===== src/rtl/lrmt_pkg.sv =====
// Shared types and constants for the LCD register file and mode timer.
`default_nettype none

package lrmt_pkg;

   localparam int TIMER_W = 18;

   localparam logic [TIMER_W-1:0] LINE_CYCLES  = TIMER_W'(456);
   localparam logic [TIMER_W-1:0] FRAME_CYCLES = TIMER_W'(70224);
   localparam logic [TIMER_W-1:0] OAM_START    = TIMER_W'(4);
   localparam logic [TIMER_W-1:0] VRAM_START   = TIMER_W'(84);
   localparam logic [TIMER_W-1:0] HBLANK_START = TIMER_W'(256);
   localparam logic [TIMER_W-1:0] VBLANK_START = TIMER_W'(65668);

   localparam logic [7:0] VISIBLE_LINES = 8'd144;
   localparam logic [7:0] LINE_RESET    = 8'd255;

   localparam logic [1:0] FUNC_TICK  = 2'd0;
   localparam logic [1:0] FUNC_WRITE = 2'd1;
   localparam logic [1:0] FUNC_READ  = 2'd2;
   localparam logic [1:0] FUNC_FRAME = 2'd3;

   localparam logic [1:0] MODE_HBLANK   = 2'd0;
   localparam logic [1:0] MODE_VBLANK   = 2'd1;
   localparam logic [1:0] MODE_OAM      = 2'd2;
   localparam logic [1:0] MODE_TRANSFER = 2'd3;

   localparam logic [7:0] ADDR_STAT = 8'h41;
   localparam logic [7:0] ADDR_SCY  = 8'h42;
   localparam logic [7:0] ADDR_SCX  = 8'h43;
   localparam logic [7:0] ADDR_LY   = 8'h44;
   localparam logic [7:0] ADDR_LYC  = 8'h45;
   localparam logic [7:0] ADDR_BGP  = 8'h47;
   localparam logic [7:0] ADDR_OBP0 = 8'h48;
   localparam logic [7:0] ADDR_OBP1 = 8'h49;
   localparam logic [7:0] ADDR_WY   = 8'h4A;
   localparam logic [7:0] ADDR_WX   = 8'h4B;

   // STAT bit positions
   localparam int STAT_COINC     = 2;
   localparam int STAT_HBLANK_IE = 3;
   localparam int STAT_VBLANK_IE = 4;
   localparam int STAT_OAM_IE    = 5;
   localparam int STAT_COINC_IE  = 6;

   typedef struct packed {
      logic       display_on;
      logic [7:0] tick_cycles;
      logic [7:0] write_data;
      logic [7:0] reg_addr;
      logic [1:0] func;
   } item_type;

   typedef struct packed {
      logic [7:0] draw_line;
      logic       draw_valid;
      logic       stat_irq;
      logic       vblank_irq;
      logic       restarted;
      logic [7:0] read_data;
   } result_type;

   typedef struct packed {
      logic step;
      logic load;
      logic run;
   } timer_ctl_type;

endpackage

`default_nettype wire


===== src/rtl/lrmt_timer.sv =====
// One 18-bit phase timer: count down, expire at zero or below, reload.
`default_nettype none

module lrmt_timer
   import lrmt_pkg::*;
(
   input  wire logic                clock,
   input  wire logic                reset,
   input  wire timer_ctl_type       ctl,
   input  wire logic [7:0]          cycles,
   input  wire logic [TIMER_W-1:0]  start_value,
   input  wire logic [TIMER_W-1:0]  reload,
   output logic                     expired
);

   logic [TIMER_W-1:0] timer_ff;
   logic [TIMER_W-1:0] timer_in;
   logic [TIMER_W-1:0] base;
   logic [TIMER_W-1:0] diff;

   assign base    = ctl.load ? start_value : timer_ff;
   assign diff    = base - {{(TIMER_W-8){1'b0}}, cycles};
   assign expired = (diff == '0) || diff[TIMER_W-1];

   always_comb begin
      timer_in = timer_ff;
      if (ctl.step) begin
         if (ctl.run) begin
            timer_in = expired ? (diff + reload) : diff;
         end else begin
            timer_in = base;
         end
      end
   end

   always_ff @(posedge clock) begin
      if (reset) begin
         timer_ff <= start_value;
      end else begin
         timer_ff <= timer_in;
      end
   end

endmodule

`default_nettype wire


===== src/rtl/lrmt_core.sv =====
// Register file, line counter and STAT logic driven by the four phase timers.
`default_nettype none

module lrmt_core
   import lrmt_pkg::*;
(
   input  wire logic      clock,
   input  wire logic      reset,
   input  wire logic      step,
   input  wire item_type  item,
   output result_type     result
);

   logic [7:0] line_ff, line_in;
   logic [7:0] lyc_ff, lyc_in;
   logic [7:0] stat_ff, stat_in;
   logic       restart_ff, restart_in;
   logic [7:0] pal_ff [3];
   logic [7:0] pal_in [3];
   logic [7:0] scroll_ff [4];
   logic [7:0] scroll_in [4];

   logic          is_timed;
   logic          is_frame;
   timer_ctl_type tctl;
   logic          oam_exp, xfer_exp, hb_exp, vb_exp;

   assign is_frame = (item.func == FUNC_FRAME);
   assign is_timed = (item.func == FUNC_TICK) || is_frame;

   assign tctl.step = step;
   assign tctl.load = is_frame;
   assign tctl.run  = is_timed && item.display_on && !restart_ff;

   lrmt_timer u_oam (
      .clock, .reset, .ctl(tctl), .cycles(is_frame ? 8'd0 : item.tick_cycles),
      .start_value(OAM_START), .reload(LINE_CYCLES), .expired(oam_exp)
   );
   lrmt_timer u_xfer (
      .clock, .reset, .ctl(tctl), .cycles(is_frame ? 8'd0 : item.tick_cycles),
      .start_value(VRAM_START), .reload(LINE_CYCLES), .expired(xfer_exp)
   );
   lrmt_timer u_hblank (
      .clock, .reset, .ctl(tctl), .cycles(is_frame ? 8'd0 : item.tick_cycles),
      .start_value(HBLANK_START), .reload(LINE_CYCLES), .expired(hb_exp)
   );
   lrmt_timer u_vblank (
      .clock, .reset, .ctl(tctl), .cycles(is_frame ? 8'd0 : item.tick_cycles),
      .start_value(VBLANK_START), .reload(FRAME_CYCLES), .expired(vb_exp)
   );

   always_comb begin
      result     = '0;
      line_in    = line_ff;
      lyc_in     = lyc_ff;
      stat_in    = stat_ff;
      restart_in = restart_ff;
      pal_in     = pal_ff;
      scroll_in  = scroll_ff;
      if (item.func == FUNC_WRITE) begin
         unique case (item.reg_addr)
            ADDR_STAT: stat_in      = {item.write_data[7:3], stat_ff[2:0]};
            ADDR_SCY:  scroll_in[0] = item.write_data;
            ADDR_SCX:  scroll_in[1] = item.write_data;
            ADDR_LY:   restart_in   = 1'b1;
            ADDR_LYC:  lyc_in       = item.write_data;
            ADDR_BGP:  pal_in[0]    = item.write_data;
            ADDR_OBP0: pal_in[1]    = item.write_data;
            ADDR_OBP1: pal_in[2]    = item.write_data;
            ADDR_WY:   scroll_in[2] = item.write_data;
            ADDR_WX:   scroll_in[3] = item.write_data;
            default: ;
         endcase
      end else if (item.func == FUNC_READ) begin
         unique case (item.reg_addr)
            ADDR_STAT: result.read_data = stat_ff;
            ADDR_SCY:  result.read_data = scroll_ff[0];
            ADDR_SCX:  result.read_data = scroll_ff[1];
            ADDR_LY:   result.read_data = line_ff;
            ADDR_LYC:  result.read_data = lyc_ff;
            ADDR_BGP:  result.read_data = pal_ff[0];
            ADDR_OBP0: result.read_data = pal_ff[1];
            ADDR_OBP1: result.read_data = pal_ff[2];
            ADDR_WY:   result.read_data = scroll_ff[2];
            ADDR_WX:   result.read_data = scroll_ff[3];
            default:   result.read_data = 8'd0;
         endcase
      end else begin
         if (is_frame) begin
            line_in = LINE_RESET;
         end
         if (!item.display_on) begin
            restart_in = 1'b1;
         end else if (restart_ff) begin
            restart_in       = 1'b0;
            result.restarted = 1'b1;
         end else begin
            if (oam_exp) begin
               line_in = line_in + 8'd1;
               if (line_in == lyc_ff) begin
                  stat_in[STAT_COINC] = 1'b1;
                  if (stat_ff[STAT_COINC_IE]) result.stat_irq = 1'b1;
               end else begin
                  stat_in[STAT_COINC] = 1'b0;
               end
               if (line_in < VISIBLE_LINES) begin
                  stat_in[1:0] = MODE_OAM;
                  if (stat_ff[STAT_OAM_IE]) result.stat_irq = 1'b1;
               end
            end
            if (xfer_exp && (line_in < VISIBLE_LINES)) begin
               stat_in[1:0] = MODE_TRANSFER;
            end
            if (hb_exp && (line_in < VISIBLE_LINES)) begin
               stat_in[1:0]      = MODE_HBLANK;
               if (stat_ff[STAT_HBLANK_IE]) result.stat_irq = 1'b1;
               result.draw_valid = 1'b1;
               result.draw_line  = line_in;
            end
            if (vb_exp) begin
               stat_in[1:0]      = MODE_VBLANK;
               result.vblank_irq = 1'b1;
               if (stat_ff[STAT_VBLANK_IE]) result.stat_irq = 1'b1;
            end
         end
      end
   end

   always_ff @(posedge clock) begin
      if (reset) begin
         line_ff    <= LINE_RESET;
         lyc_ff     <= 8'd0;
         stat_ff    <= 8'd0;
         restart_ff <= 1'b0;
         pal_ff     <= '{default: 8'd0};
         scroll_ff  <= '{default: 8'd0};
      end else if (step) begin
         line_ff    <= line_in;
         lyc_ff     <= lyc_in;
         stat_ff    <= stat_in;
         restart_ff <= restart_in;
         pal_ff     <= pal_in;
         scroll_ff  <= scroll_in;
      end
   end

   a_vblank_mode: assert property (@(posedge clock) disable iff (reset)
      step && result.vblank_irq |=> stat_ff[1:0] == MODE_VBLANK)
      else $error("vblank pulse without vblank mode");

   a_restart_quiet: assert property (@(posedge clock) disable iff (reset)
      step && result.restarted |-> !result.vblank_irq && !result.stat_irq
                                   && !result.draw_valid)
      else $error("restart transaction produced events");

   a_draw_visible: assert property (@(posedge clock) disable iff (reset)
      step && result.draw_valid |-> result.draw_line < VISIBLE_LINES)
      else $error("draw request outside visible lines");

   a_ly_write: assert property (@(posedge clock) disable iff (reset)
      step && item.func == FUNC_WRITE && item.reg_addr == ADDR_LY |=> restart_ff)
      else $error("LY write did not arm restart");

endmodule

`default_nettype wire


===== src/rtl/lcd_register_and_mode_timer.sv =====
// Top level: input register, register file and timers, result register.
`default_nettype none

// LCD register file and mode timer. Each request transaction (tick, register
// write, register read or frame start) yields exactly one response
// transaction. One request is taken every clock cycle unless the response
// stalls. Requests pass the request register, a single-pass state update
// and the response register. A stalled response holds both stages, and
// req_tready follows rsp_tready while both stages are full.
module lcd_register_and_mode_timer
   import lrmt_pkg::*;
(
   input  wire logic        clock,
   input  wire logic        reset,
   input  wire logic        req_tvalid,
   output logic             req_tready,
   // [7:0] reg_addr, [15:8] write_data, [23:16] tick_cycles, [24] display_on
   input  wire logic [31:0] req_tdata,
   // [1:0] func
   input  wire logic [1:0]  req_tuser,
   output logic             rsp_tvalid,
   input  wire logic        rsp_tready,
   // [7:0] read_data, [8] restarted, [9] vblank_irq, [10] stat_irq,
   // [11] draw_valid, [19:12] draw_line
   output logic [23:0]      rsp_tdata
);

   logic       in_valid_ff, in_valid_in;
   item_type   item_ff;
   logic       out_valid_ff, out_valid_in;
   result_type res_ff;
   result_type res_comb;
   logic       advance;
   logic       step;
   logic       req_take;

   assign advance    = !out_valid_ff || rsp_tready;
   assign step       = in_valid_ff && advance;
   assign req_tready = !in_valid_ff || advance;
   assign req_take   = req_tvalid && req_tready;

   assign in_valid_in  = req_take ? 1'b1 : (step ? 1'b0 : in_valid_ff);
   assign out_valid_in = step ? 1'b1 : (rsp_tready ? 1'b0 : out_valid_ff);

   lrmt_core u_core (
      .clock, .reset, .step, .item(item_ff), .result(res_comb)
   );

   always_ff @(posedge clock) begin
      if (reset) begin
         in_valid_ff  <= 1'b0;
         out_valid_ff <= 1'b0;
      end else begin
         in_valid_ff  <= in_valid_in;
         out_valid_ff <= out_valid_in;
      end
   end

   always_ff @(posedge clock) begin
      if (req_take) begin
         item_ff.func        <= req_tuser;
         item_ff.reg_addr    <= req_tdata[7:0];
         item_ff.write_data  <= req_tdata[15:8];
         item_ff.tick_cycles <= req_tdata[23:16];
         item_ff.display_on  <= req_tdata[24];
      end
      if (step) begin
         res_ff <= res_comb;
      end
   end

   assign rsp_tvalid = out_valid_ff;
   assign rsp_tdata  = {4'd0, res_ff.draw_line, res_ff.draw_valid, res_ff.stat_irq,
                        res_ff.vblank_irq, res_ff.restarted, res_ff.read_data};

endmodule

`default_nettype wire


===== config.mk =====
export PLATFORM = sky130hd
export DESIGN_NAME = lcd_register_and_mode_timer
export DESIGN_NICKNAME = d
export VERILOG_FILES = /design/src/rtl/lrmt_pkg.sv /design/src/rtl/lrmt_timer.sv /design/src/rtl/lrmt_core.sv /design/src/rtl/lcd_register_and_mode_timer.sv
export SDC_FILE = /design/constraint.sdc
export NUM_CORES = 1
export LEC_CHECK = 0
export BUFFER_PORTS_ARGS = -buffer_cell sky130_fd_sc_hd__buf_2
export CAP_MARGIN = 40
export CORE_ASPECT_RATIO = 1.2
export CORE_UTILIZATION = 40
export CTS_CLUSTER_DIAMETER = 40
export DETAILED_ROUTE_END_ITERATION = 12
export PLACE_DENSITY_LB_ADDON = 0.1
export SYNTH_ARGS = -nofsm -noshare
export SYNTH_HDL_FRONTEND = slang
export SYNTH_SLANG_ARGS = --single-unit

===== constraint.sdc =====
create_clock -name clock -period 5.3 [get_ports clock]
set_clock_uncertainty 0.05 [all_clocks]
set_input_delay 1.325 -clock clock [delete_from_list [all_inputs] [get_ports clock]]
set_output_delay 1.325 -clock clock [all_outputs]
set_load 0.005 [all_outputs]

# [Word level (Yosys, flattened, before mapping)]
# Index checks and enable logic that the tools add are counted.
[word_totals] output_inout_bits=26 wordCells=156 mem_count=0 mem_bits_ro=0 ramBits=0 in_bits=38 ff_bits=202 latch_bits=0
[op_classes] reduce_logical=42 order_cmp=2 n_addsub=9 multipliers=0 n_shift=0 n_mux=52 div_mod_pow=0 n_bitwise=5 n_eq_ne=16
[ops] operator="$mux 18" count=12
[ops] operator="$mux 8" count=11
[ops] operator="$eq 8x7->1 const B" count=10
[ops] operator="$pmux 8 s10" count=1
[ops] operator="$logic_not 18->1" count=4
[ops] operator="$sub 18x8->18" count=4
[ops] operator="$add 18x9->18 const B" count=3
[ops] operator="$reduce_and 3->1" count=11
[ops] operator="$add 18x17->18 const B" count=1
[ops] operator="$mux 1" count=17
[ops] operator="$lt 8x8->1 const B" count=2
[ops] operator="$mux 3" count=5
[ops] operator="$mux 2" count=6
[ops] operator="$add 8x1->8 const B" count=1
[ops] operator="$eq 8x8->1" count=1
[ops] operator="$reduce_bool 4->1" count=2
[ops] operator="$logic_or 1x1->1" count=7
[ops] operator="$reduce_and 7->1" count=1
[ops] operator="$logic_and 1x1->1" count=6
[ops] operator="$reduce_and 6->1" count=1
[ops] operator="$not 1->1" count=5
[ops] operator="$reduce_or 5->1" count=1
[ops] operator="$eq 2x2->1 const B" count=2
[ops] operator="$reduce_bool 2->1" count=2
[ops] operator="8 further kinds" count=10

# [Depth between registers and ports, before layout]
# Gate-level depths: netlist of run 1.
[logic_depth] word_depth=19 ltp_mapped=25 mapped_depth_nobuf=19

# [Modules after synthesis]
# A second synthesis of run 1 with hierarchy kept.
[hier_totals] hier_cells=2020 hier_area_um2=17682.0
[modules_own_cells] module="lrmt_core" cells_per_inst=555 n_inst=1 area_each_um2=4693.3
[modules_own_cells] module="lrmt_timer (u_core.u_xfer)" cells_per_inst=358 n_inst=1 area_each_um2=2915.3
[modules_own_cells] module="lrmt_timer (u_core.u_oam)" cells_per_inst=349 n_inst=1 area_each_um2=2885.3
[modules_own_cells] module="lrmt_timer (u_core.u_hblank)" cells_per_inst=357 n_inst=1 area_each_um2=2871.5
[modules_own_cells] module="lrmt_timer (u_core.u_vblank)" cells_per_inst=339 n_inst=1 area_each_um2=2767.7
[modules_own_cells] module="lcd_register_and_mode_timer" cells_per_inst=62 n_inst=1 area_each_um2=1549.0

# [Worst setup path after synthesis of run 1]
# No wires, ideal clock.
[synth_timing] path_kind="register -> register" start="register item_ff[1] in the netlist's numbering" end="register res_ff (netlist bit rsp_tdata[13]) (data pin)" stages_incl_launch_ff=23 n_path_buf=10 t_arrival_ns=5.264 path_slack_ns=-0.271 cell_sequence="edfxtp_1 ha_1 buf_2 buf_2 buf_2 buf_1 clkbuf_1 buf_2 buf_1 clkbuf_1 nor2b_1 ha_1 nor2_1 a211oi_1 o32a_1 or4_1 a311oi_2 nor4_4 a31oi_2 buf_2 buf_4 mux2i_1 nor2_1"
[synth_via] elab_chain_len=14
[synth_rtl] item="start, declared" line_no="lcd_register_and_mode_timer.sv:29" text="item_type item_ff;"
[synth_rtl] item="$eq 2x2->1" line_no="lrmt_core.sv:28" text="assign is_frame = (item.func == FUNC_FRAME);"
[synth_rtl] item="$mux 18, or another cell as far along" line_no="lrmt_timer.sv:21" text="assign base = ctl.load ? start_value : timer_ff;"
[synth_rtl] item="$sub 18x8->18 / $mux 8 (equally long branches)" line_no="lrmt_timer.sv:22, lrmt_core.sv:74"
[synth_rtl] item="$logic_not 18->1 / $mux 8 (equally long branches)" line_no="lrmt_timer.sv:23, lrmt_core.sv:60"
[synth_rtl] item="$logic_or 1x1->1 / $add 8x1->8 (equally long branches)" line_no="lrmt_timer.sv:23, lrmt_core.sv:99"
[synth_rtl] item="$mux 8" line_no="lrmt_core.sv:98" text="if (oam_exp) begin"
[synth_rtl] item="$mux 8" line_no="lrmt_core.sv:94" text="end else if (restart_ff) begin"
[synth_rtl] item="$mux 8" line_no="lrmt_core.sv:92" text="if (!item.display_on) begin"
[synth_rtl] item="$mux 8" line_no="lrmt_core.sv:74" text="end else if (item.func == FUNC_READ) begin"
[synth_rtl] item="$mux 8" line_no="lrmt_core.sv:60" text="if (item.func == FUNC_WRITE) begin"
[synth_rtl] item="$lt 8x8->1" line_no="lrmt_core.sv:114" text="if (hb_exp && (line_in < VISIBLE_LINES)) begin"
[synth_rtl] item="$logic_and 1x1->1" line_no="lrmt_core.sv:114"
[synth_rtl] item="$not 1->1 (no line)"
[synth_rtl] item="$reduce_or 5->1 (no line)"
[synth_rtl] item="end signal, assigned" line_no="lcd_register_and_mode_timer.sv:68" text="res_ff <= res_comb;"
[synth_rtl] item="end, declared" line_no="lcd_register_and_mode_timer.sv:31" text="result_type res_ff;"
# Parallel ways exist; a longest one is shown, timed or not. The select of a mux whose other input is x is not followed.
# A chain may end at the register's enable or synchronous reset.

# [Worst setup path after layout of run 1]
[layout_timing] start="register item_ff[1] in the netlist's numbering" end="register u_core.line_ff[0]"
[layout_via] elab_chain_len=12
[layout_rtl] item="$eq 2x2->1" line_no="lrmt_core.sv:28"
[layout_rtl] item="$mux 18, or another cell as far along" line_no="lrmt_timer.sv:21"
[layout_rtl] item="$sub 18x8->18 / $mux 8 (equally long branches)" line_no="lrmt_timer.sv:22, lrmt_core.sv:74"
[layout_rtl] item="$logic_not 18->1 / $mux 8 (equally long branches)" line_no="lrmt_timer.sv:23, lrmt_core.sv:60"
[layout_rtl] item="$logic_or 1x1->1 / $add 8x1->8 (equally long branches)" line_no="lrmt_timer.sv:23, lrmt_core.sv:99"
[layout_rtl] item="$mux 8" line_no="lrmt_core.sv:98"
[layout_rtl] item="$mux 8" line_no="lrmt_core.sv:94"
[layout_rtl] item="$mux 8" line_no="lrmt_core.sv:92"
[layout_rtl] item="$mux 8" line_no="lrmt_core.sv:74"
[layout_rtl] item="$mux 8" line_no="lrmt_core.sv:60"
[layout_rtl] item="$mux 8" line_no="lrmt_core.sv:94"
[layout_rtl] item="$mux 8" line_no="lrmt_core.sv:92"
[layout_rtl] item="end signal, assigned" line_no="lrmt_core.sv:138" text="line_ff <= line_in;"
[layout_rtl] item="end, declared" line_no="lrmt_core.sv:14" text="logic [7:0] line_ff, line_in;"
# Parallel ways exist; a longest one is shown, timed or not. The select of a mux whose other input is x is not followed.

==> run metrics, run 1 <==
Vias 11793; Pre-Repair DR Iteration Count 5; Worst EP required 5.66 ns; fin nets 1685; Max Cap Viol 0; footprint of the multi-input gates 8220 µm²; root buffer cell clkbuf_16; Top-Level Pins 64; internal power 3.71 mW; switching pwr 1.64 mW; WL per Instance 19.1 µm; die extent in x 168 µm; Initial Utilization 0.407; Lkg Pwr 5.72 nW; Port Buffers 52; clock sink total 202; syn avg cell area 8.44 µm²; Yosys cell types 97; Power, Total 5.35 mW; Post-synth EDFFs 47; crit path DAT 5.27 ns; hold crit path type reg2reg; Total GRT Usage 0.234; Die Area 33600 µm²; Final Util 0.472; Switching Share 0.306; Async SR Flop Fraction 0; maximum vdd drop 252 µV; fraction of layout cells with a size suffix above 1 0.145; Combinational Power Share 0.215; vias in the first global route 11666; post-route minimum period 4.92 ns; FMAX 0.203 GHz; clock latency on the worst-skew pair 0.54 ns; Max Root-Sink Buffers 3; top post-synthesis cells by area dfxtp_1 (24%), edfxtp_1 (11%), nor2_1 (6.5%); DR DRC count 0; CTS clk-pin slew, worst paths 0.05 ns; Primary FF master, synth dfxtp_1; first-pass GRT wire length 63200 µm; synth cell count leaders nor2_1 (227), dfxtp_1 (155), nand2_1 (122); GPL Wtd Cong 0.880; n_diodes 0; Area Overhead vs Synth 16.1%; GRT met3 Usage 0.0308; drt via density 5.78; Synth area leader dfxtp_1; Setup Buffers After CTS 0; CTS tree built; Critical Path End Type flop; Clk pwr share 0.472; Final ANT Viol Nets 0; Overflow after GRT 0; met1 usage 0.301; Seq/Total Area, Yosys 0.343; Final Hold Viols 0; final slew viol count 0; Worst Setup Start Kind flop; RSZ-0062 raised after global routing false; Mapped Area 13200 µm²; initial drt markers 846; Seq pwr share 0.313; fin crit share 0.928; Die Ht 201 µm; Final TNS setup 0 ns; largest net degree at the start of global routing 61; Filler Cell Count 3180; initial antenna violation count 0; endpoints failing setup 0; H-tree depth 2; CTS Buf Count 39; Mapped Cells 1559; register bit total from synthesis 202; relative slew slack 0.418; FP Rows 72; CP max FO 23; global route hottest layer met2; Power Density 350 nW/µm²; Placeable Area 32300 µm²; final wirelength 38900 µm; met2 Use GR 0.401; Yosys warnings 0; hpwl dp 27400 µm; area fraction of the dominant cell type after synthesis 0.236; Least-Margin Pin Slew 0.870 ns; count leader, synth nor2_1; Storage cell area 4510 µm²; status completed; crit path kind reg2reg
-- critical path, stage by stage (launching register included) --
cell and delay (ns):
edfxtp_1 0.44, ha_4 0.23, clkinvlp_4 0.28, nand2_1 0.31
inv_1 0.23, fa_1 0.51, nand2b_1 0.19, a211oi_1 0.28
o32a_2 0.36, buf_4 0.18, nor2b_1 0.04, o32ai_1 0.26
buf_4 0.19, nor4_4 0.05, a31oi_2 0.24, buf_4 0.35
o21ai_1 0.11, and2_1 0.19, a221o_1 0.31
-- power groups by stage --
stage	Clock (mW)	Sequential, mW	Combinational, mW
after floorplan	0	1.67	0.874
after global placement	0	1.70	1.12
after detailed placement	0	1.70	1.13
after CTS	2.58	1.67	1.14
after global routing	2.65	1.68	1.27
final	2.53	1.68	1.15
-- state kept, by name, summed over array words and instances, names as in the netlist --
| register | cells |
|---|---|
| in_valid_ff | 1 |
| item_ff | 27 |
| rsp_tdata | 20 |
| rsp_tvalid | 1 |
| u_core.line_ff | 8 |
| u_core.lyc_ff | 8 |
| u_core.pal_ff | 24 |
| u_core.restart_ff | 1 |
| u_core.scroll_ff | 32 |
| u_core.stat_ff | 8 |
| u_core.u_hblank.timer_ff | 18 |
| u_core.u_oam.timer_ff | 18 |
| u_core.u_vblank.timer_ff | 18 |
| u_core.u_xfer.timer_ff | 18 |
-- layer usage --
layer,wire (µm),share of wire
met1,17500,0.45
met4,1120,0.029
met5,0,0
met3,1450,0.037
met2,18800,0.48
-- cell type report --
cell class,count,share of cell area
inverter,35,0.00884
clock inverter,25,0.0178
multi-input combinational,1234,0.538
clock buffer,46,0.0703
sequential,202,0.295
tap,407,0.0333
timing repair buffer,91,0.0364
-- cells in the final DEF (no fill, tap or decap), drive strengths merged, types with 12 or more instances in the layout --
| master | netlist | routed |
|---|---|---|
| nor2b | 39 | 39 |
| xor2 | 40 | 40 |
| a21oi | 77 | 77 |
| nor2 | 228 | 228 |
| dfxtp | 155 | 155 |
| and3 | 13 | 13 |
| nand2 | 122 | 122 |
| a211oi | 12 | 12 |
| nor4 | 21 | 21 |
| o211ai | 23 | 23 |
| buf | 32 | 91 |
| o21a | 20 | 20 |
| or3 | 12 | 12 |
| mux2i | 80 | 80 |
| nor3 | 38 | 38 |
| o22ai | 18 | 18 |
| xnor2 | 38 | 38 |
| nand4 | 14 | 14 |
| inv | 35 | 41 |
| and2 | 17 | 17 |
| o21ai | 72 | 72 |
| or2 | 18 | 18 |
| mux2 | 27 | 27 |
| nand2b | 27 | 27 |
| a22oi | 30 | 30 |
| a21o | 12 | 12 |
| clkbuf | 59 | 46 |
| edfxtp | 47 | 47 |
| nand3 | 36 | 36 |
| a31oi | 16 | 16 |
| ha | 40 | 40 |
-- stage by stage --
stage | instance area (µm²) | hold slack [ns] | setup WS, ns | cells
floorplan | 13200 | 0.367 | 0.0250 | 1562
global placement | 13800 | 0.380 | 0.359 | 1963
detailed placement | 13900 | 0.385 | 0.246 | 1969
CTS | 15200 | 0.392 | 0.189 | 2040
global route | 15300 | 0.419 | 0.0439 | 2040
finish | 15300 | 0.388 | 0.382 | 2040
-- logic make-up (layout without fill, tap and decap cells) --
logic type / count (synthesis) / count (layout) / synth area share
AO/OA/AOI/OAI: 380 / 380 / 0.203
XOR/XNOR: 78 / 78 / 0.0525
adder cells (fa/ha/maj): 44 / 44 / 0.0441
buffers and inverters: 126 / 197 / 0.0387
flip-flops: 202 / 202 / 0.343
multiplexers: 110 / 110 / 0.0894
other: 1 / 4 / 0.000285
AND/OR/NAND/NOR: 618 / 618 / 0.230
-- repair_timing --
item,CTS,global route
hold buffers,0,0
resized for setup,0,11
setup endpoints to repair,0,7
-- path summary, 6_finish.rpt --
check	slack [ns]	startpoint	cells past startpoint	end
setup / recovery	0.38	item_ff[1]	18	u_core.line_ff[0]
setup reg to reg	0.38	item_ff[1]	18	u_core.line_ff[0]
hold reg to reg	0.39	u_core.u_xfer.timer_ff[5]	2	u_core.u_xfer.timer_ff[5]
hold / removal	0.39	u_core.u_xfer.timer_ff[5]	2	u_core.u_xfer.timer_ff[5]
No activity file was read; power rests on OpenSTA's default activity.
==> inputs of run 2 (changes only) <==
- ABC_AREA: unset -> 1
==> run 2 against run 1 <==
Against the previous run:
- synthesized cell count grew 26%
- sequential power is essentially flat
- critical path type unchanged
- largest cell class unchanged
- die area grew 0.94%
- clock-buffer cell count grew 5
- via count grew 8.7%
- first-iteration DRC count shrank 13%
- sequential share of layout area shrank 0.23 points
==> run metrics, run 2 <==
status completed; Least-Margin Pin Slew 0.904 ns; leading cell type in the layout, fill and taps excluded nand2_1; GPL Wtd Cong 0.879; switching pwr 1.79 mW; setup ws final 0.648 ns; fin nets 2078; Post-synth EDFFs 47; register bit total from synthesis 202; Reg2Reg Depth 23; root buffer cell clkbuf_16; Power Density 368 nW/µm²; internal power 3.88 mW; Pre-Repair DR Iteration Count 7; Worst Hold End u_core.u_xfer.timer_ff[2]; hpwl dp 26600 µm; start of the worst register-to-register path item_ff[0]; crit path DAT 5.07 ns; first-pass GRT wire length 62200 µm; Area Overhead vs Synth 15.9%; Die Ht 202 µm; Final TNS setup 0 ns; Switching Share 0.316; hold depth 2; Lkg Pwr 7.06 nW; FMAX 0.215 GHz; CTS clk-pin slew, worst paths 0.05 ns; Mapped Area 13300 µm²; Final ANT Viol Nets 0; Yosys cell types 56; die extent in x 168 µm; Port Buffers 52; Async SR Flop Fraction 0; Power, Total 5.67 mW; relative slew slack 0.395; RSZ-0062 raised after global routing false; Primary FF master, synth dfxtp_1; clock sink total 202; top post-synthesis cells by area dfxtp_1 (23%), nand2_1 (12%), edfxtp_1 (11%); Mapped Cells 1957; FP Rows 72; Final Util 0.475; Post-Place Cells 2360; Total GRT Usage 0.229; Largest register FFs 32; Placeable Area 32400 µm²; synth cell count leaders nand2_1 (429), inv_1 (238), a21oi_1 (214); Seq/Total Area, Yosys 0.340; cell family with most CP delay simple AND/OR/NAND/NOR gates; syn avg cell area 6.79 µm²; Yosys warnings 0; WL per Instance 15.9 µm; Biggest register u_core.scroll_ff; critical path's slowest cell edfxtp_1; launch point of the worst hold path u_core.u_xfer.timer_ff[2]; initial drt markers 739; fin crit share 0.878; WP buf/inv 3; crit path kind reg2reg; post-CTS sizing 0; Worst EP required 5.72 ns; Die Area 33900 µm²; CP max FO 27; Combinational Power Share 0.216; Vias 12815; fin cells 2434; Overflow after GRT 0; drt via density 5.26; H-tree depth 2; final wirelength 38600 µm; Seq pwr share 0.295; Largest regs u_core.scroll_ff (32), item_ff (27), u_core.pal_ff (24); worst-path cell chain ha_1, inv_6, buf_4, nand2_1, ha_1, fa_1, o21ai_0, nand3_1, nand2_2, nand3_2, nand2_2, nor2_1, nand2_1, nand2_1, nor2_1, nand2_1, nor2_1, nand3_2, nand2_4, inv_2, o21ai_0, nand3_1, a21oi_1; CTS Buf Count 41; clock latency on the worst-skew pair 0.56 ns; CTS tree built; Setup Buffers After CTS 0; reg2reg end u_core.u_hblank.timer_ff[11]; vias in the first global route 12264; post-route minimum period 4.65 ns; CP most frequent cell nand2_1; Clk pwr share 0.490; DR DRC count 0; Worst Setup Start Kind flop; maximum vdd drop 250 µV; commonest cells after routing, fill and taps aside nand2_1 (428), inv_1 (236), a21oi_1 (214); Synth area leader dfxtp_1; Place WS 0.700 ns; endpoints failing setup 0; count leader, synth nand2_1; Top-Level Pins 64; Final Hold Viols 0; CTS Hold Bufs 0; fraction of layout cells with a size suffix above 1 0.108; hold crit path type reg2reg; max incr delay on CP 0.44 ns; final slew viol count 0; Critical Path End Type flop; FF-to-FF setup slack 0.65 ns; initial antenna violation count 0; area fraction of the dominant cell type after synthesis 0.234; Max Root-Sink Buffers 3; n_diodes 0; Max Cap Viol 0; largest net degree at the start of global routing 71; Initial Utilization 0.410
[run 2: changes by cell type in the layout (fill, tap and decap cells not counted), sizes merged, moves of 21 or more]
cell	change
a21oi	+138
a22oi	-29
inv	+215
mux2	-27
mux2i	-80
nand2	+330
nand2b	-27
nand3	+99
nor2	-39
nor2b	-39
o21ai	+102
xnor2	-21
[run 2: worst register-to-register path, delay by kind of cell (launching register included)]
kind / cells / cell delay (ns)
AND/OR/NAND/NOR: 14 / 1.59
adder cells (fa/ha/maj): 3 / 1.04
buffers and inverters: 3 / 0.74
AO/OA/AOI/OAI: 3 / 0.68
flip-flops: 1 / 0.44
[run 2: power groups by stage]
stage | Clock, mW | Combinational, mW | Sequential, mW
after floorplan | 0 | 0.943 | 1.69
after global placement | 0 | 1.20 | 1.70
after detailed placement | 0 | 1.21 | 1.70
after CTS | 2.83 | 1.22 | 1.67
after global routing | 2.90 | 1.39 | 1.68
final | 2.78 | 1.22 | 1.67
[run 2: worst max-delay path by stage]
stage,from,end,slack [ns],cells past startpoint
after global routing,item_ff[1],u_core.stat_ff[0],0.24,27
final,item_ff[0],u_core.u_hblank.timer_ff[11],0.65,23
after global placement,item_ff[0],u_core.u_hblank.timer_ff[12],0.72,23
after floorplan,item_ff[1],rsp_tdata[10],1.10,26
after detailed placement,item_ff[0],u_core.stat_ff[0],0.70,25
after CTS,item_ff[0],u_core.u_hblank.timer_ff[11],0.67,23
[run 2: routing by layer]
| metal | GRT usage | vias up | wire (µm) | part of all wire |
|---|---|---|---|---|
| met5 | 0 | - | 0 | 0 |
| met4 | 0.102 | 0 | 1460 | 0.038 |
| met2 | 0.405 | 262 | 18800 | 0.49 |
| met3 | 0.0348 | 82 | 1340 | 0.035 |
| li1 | - | 6595 | - | - |
| met1 | 0.273 | 5876 | 17100 | 0.44 |
[run 2: cell type report]
type	count	area, µm²
fill	3321	17000
timing repair buffer	72	470
clock inverter	23	347
tap	407	509
inverter	259	980
multi-input combinational	1420	7430
clock buffer	51	1160
sequential	202	4510
[run 2: through the flow]
stage / instance area (µm²) / hold WS [ns]
floorplan: 13300 / 0.377
global placement: 13800 / 0.394
detailed placement: 13900 / 0.404
CTS: 15400 / 0.411
global route: 15400 / 0.428
finish: 15400 / 0.409
[run 2: cells by family after synthesis]
kind of cell,synth area share
other cells,0.000282
compound gates,0.190
xor+xnor,0.0414
flops,0.340
fa+ha+maj,0.0437
buf+inv,0.103
simple gates,0.282
==> inputs of run 3 (changes only) <==
- CORE_MARGIN: unset -> 2
==> run 3 against run 2 <==
Against the previous run:
- global-route usage decreased by 0.66 points
- die area increased by 2.2%
- total power decreased by 3.0%
- flip-flop and latch count unchanged
- sequential share of layout area increased by 0.14 points
- via count increased by 0.25%
- register-to-register slack improved by 0.09 ns
- critical path depth decreased by 4
- non-clock buffer count unchanged
- utilization decreased by 1.0 points
- setup slack improved by 0.095 ns
- design area decreased by 0.48%
- critical path type unchanged
- largest power group unchanged
==> run metrics, run 3 (synthesis results as in run 2) <==
vias in the first global route 12303; launch point of the worst hold path u_core.u_xfer.timer_ff[6]; hold crit path type reg2reg; reg2reg end rsp_tdata[11]; Total GRT Usage 0.223; Placeable Area 33000 µm²; largest net degree at the start of global routing 71; switching pwr 1.70 mW; Seq pwr share 0.304; Top-Level Pins 64; footprint of the multi-input gates 7430 µm²; maximum vdd drop 271 µV; CP max FO 30; Storage cell area 4510 µm²; Reg2Reg Depth 19; FP Rows 73; Max Root-Sink Buffers 3; DR DRC count 0; Clk pwr share 0.474; Initial Utilization 0.403; GPL Wtd Cong 0.895; n_diodes 0; FMAX 0.219 GHz; CTS Buf Count 38; start of the worst register-to-register path item_ff[0]; Critical Path End Type flop; die extent in x 170 µm; Overflow after GRT 0; CTS clk-pin slew, worst paths 0.05 ns; CTS Hold Bufs 0; end of the critical path rsp_tdata[11]; Die Ht 204 µm; Largest register FFs 32; beginning of the critical path item_ff[0]; Place WS 0.727 ns; Filler Cell Count 3341; Worst EP required 5.58 ns; WL per Instance 15.5 µm; clock latency on the worst-skew pair 0.53 ns; initial antenna violation count 0; hold depth 2; Final Util 0.465; Largest regs u_core.scroll_ff (32), item_ff (27), u_core.pal_ff (24); Combinational Power Share 0.221; Port Buffers 52; final slew viol count 0; Lkg Pwr 6.99 nW; RSZ-0062 raised after global routing false; drt via density 5.20; relative slew slack 0.405; Power, Total 5.50 mW; CTS tree built; post-route minimum period 4.56 ns; fin crit share 0.860; crit path kind reg2reg; Area Overhead vs Synth 15.4%; max incr delay on CP 0.46 ns; critical path's slowest cell ha_1; internal power 3.79 mW; fin nets 2075; Final Hold Viols 0; Die Area 34700 µm²; setup ws final 0.743 ns; Final TNS setup 0 ns; Biggest register u_core.scroll_ff; Worst Setup Start Kind flop; hpwl dp 26800 µm; Least-Margin Pin Slew 0.889 ns; root buffer cell clkbuf_16; Power Density 359 nW/µm²; leading cell type in the layout, fill and taps excluded nand2_1; endpoints failing setup 0; clock sink total 202; post-CTS sizing 0; final wirelength 38300 µm; Pre-Repair DR Iteration Count 5; worst-path cell chain ha_1, inv_6, nand2_1, ha_1, nand2_1, inv_1, a21oi_1, nand4_1, nand2_1, nand2_1, nor2_2, nand4_4, nand2_4, nand2_1, nand2_1, nand3_1, nand2_2, nand2_1, nor2_1; Vias 12847; H-tree depth 2; Setup Buffers After CTS 0; FF-to-FF setup slack 0.74 ns; Max Cap Viol 0; initial drt markers 744; commonest cells after routing, fill and taps aside nand2_1 (428), inv_1 (236), a21oi_1 (214); first-pass GRT wire length 62300 µm; CP most frequent cell nand2_1; fraction of layout cells with a size suffix above 1 0.104; status completed; crit path DAT 4.84 ns; Switching Share 0.310; Final ANT Viol Nets 0
[run 3: changes by cell type in the layout (fill, tap and decap cells not counted), sizes merged]
cell	before	now
inv	256	257
clkinvlp	0	2
clkbuf	51	48
bufinv	6	7
clkinv	20	12
[run 3: layout make-up]
class                      count  share of cell area
timing repair buffer          72              0.0307
sequential                   202               0.295
inverter                     259              0.0639
tap                          450              0.0367
multi-input combinational   1420               0.484
clock inverter                19              0.0198
clock buffer                  48              0.0699
[run 3: worst max-delay path, delay by kind of cell (launching register included)]
| kind | cells | cell delay [ns] |
|---|---|---|
| flops | 1 | 0.45 |
| fa+ha+maj | 2 | 0.79 |
| compound gates | 1 | 0.42 |
| buf+inv | 2 | 0.33 |
| simple gates | 14 | 2.30 |
[run 3: how the worst min path moves through the flow]
stage,to,slack [ns]
floorplan,u_core.stat_ff[1],0.38
global placement,u_core.u_xfer.timer_ff[6],0.39
detailed placement,u_core.u_xfer.timer_ff[6],0.40
CTS,u_core.u_xfer.timer_ff[6],0.41
global route,u_core.u_hblank.timer_ff[3],0.42
finish,u_core.u_xfer.timer_ff[6],0.41
[run 3: power by group through the flow]
| stage | Sequential [mW] | Clock [mW] | Combinational [mW] |
|---|---|---|---|
| floorplan | 1.69 | 0 | 0.943 |
| global placement | 1.70 | 0 | 1.19 |
| detailed placement | 1.70 | 0 | 1.22 |
| CTS | 1.67 | 2.67 | 1.22 |
| global route | 1.68 | 2.75 | 1.39 |
| finish | 1.67 | 2.61 | 1.22 |
[run 3: per-stage QoR]
stage | hold WS [ns] | std cells | instance area (µm²)
floorplan | 0.377 | 1960 | 13300
global placement | 0.394 | 2397 | 13800
detailed placement | 0.400 | 2403 | 14000
CTS | 0.412 | 2470 | 15300
global route | 0.423 | 2470 | 15300
finish | 0.409 | 2470 | 15300
[run 3: layer usage]
| layer | vias to the layer above | part of all wire | GRT usage |
|---|---|---|---|
| met4 | 0 | 0.035 | 0.0882 |
| li1 | 6578 | - | - |
| met1 | 5966 | 0.43 | 0.261 |
| met3 | 65 | 0.035 | 0.0347 |
| met2 | 238 | 0.50 | 0.404 |
| met5 | - | 0 | 0 |
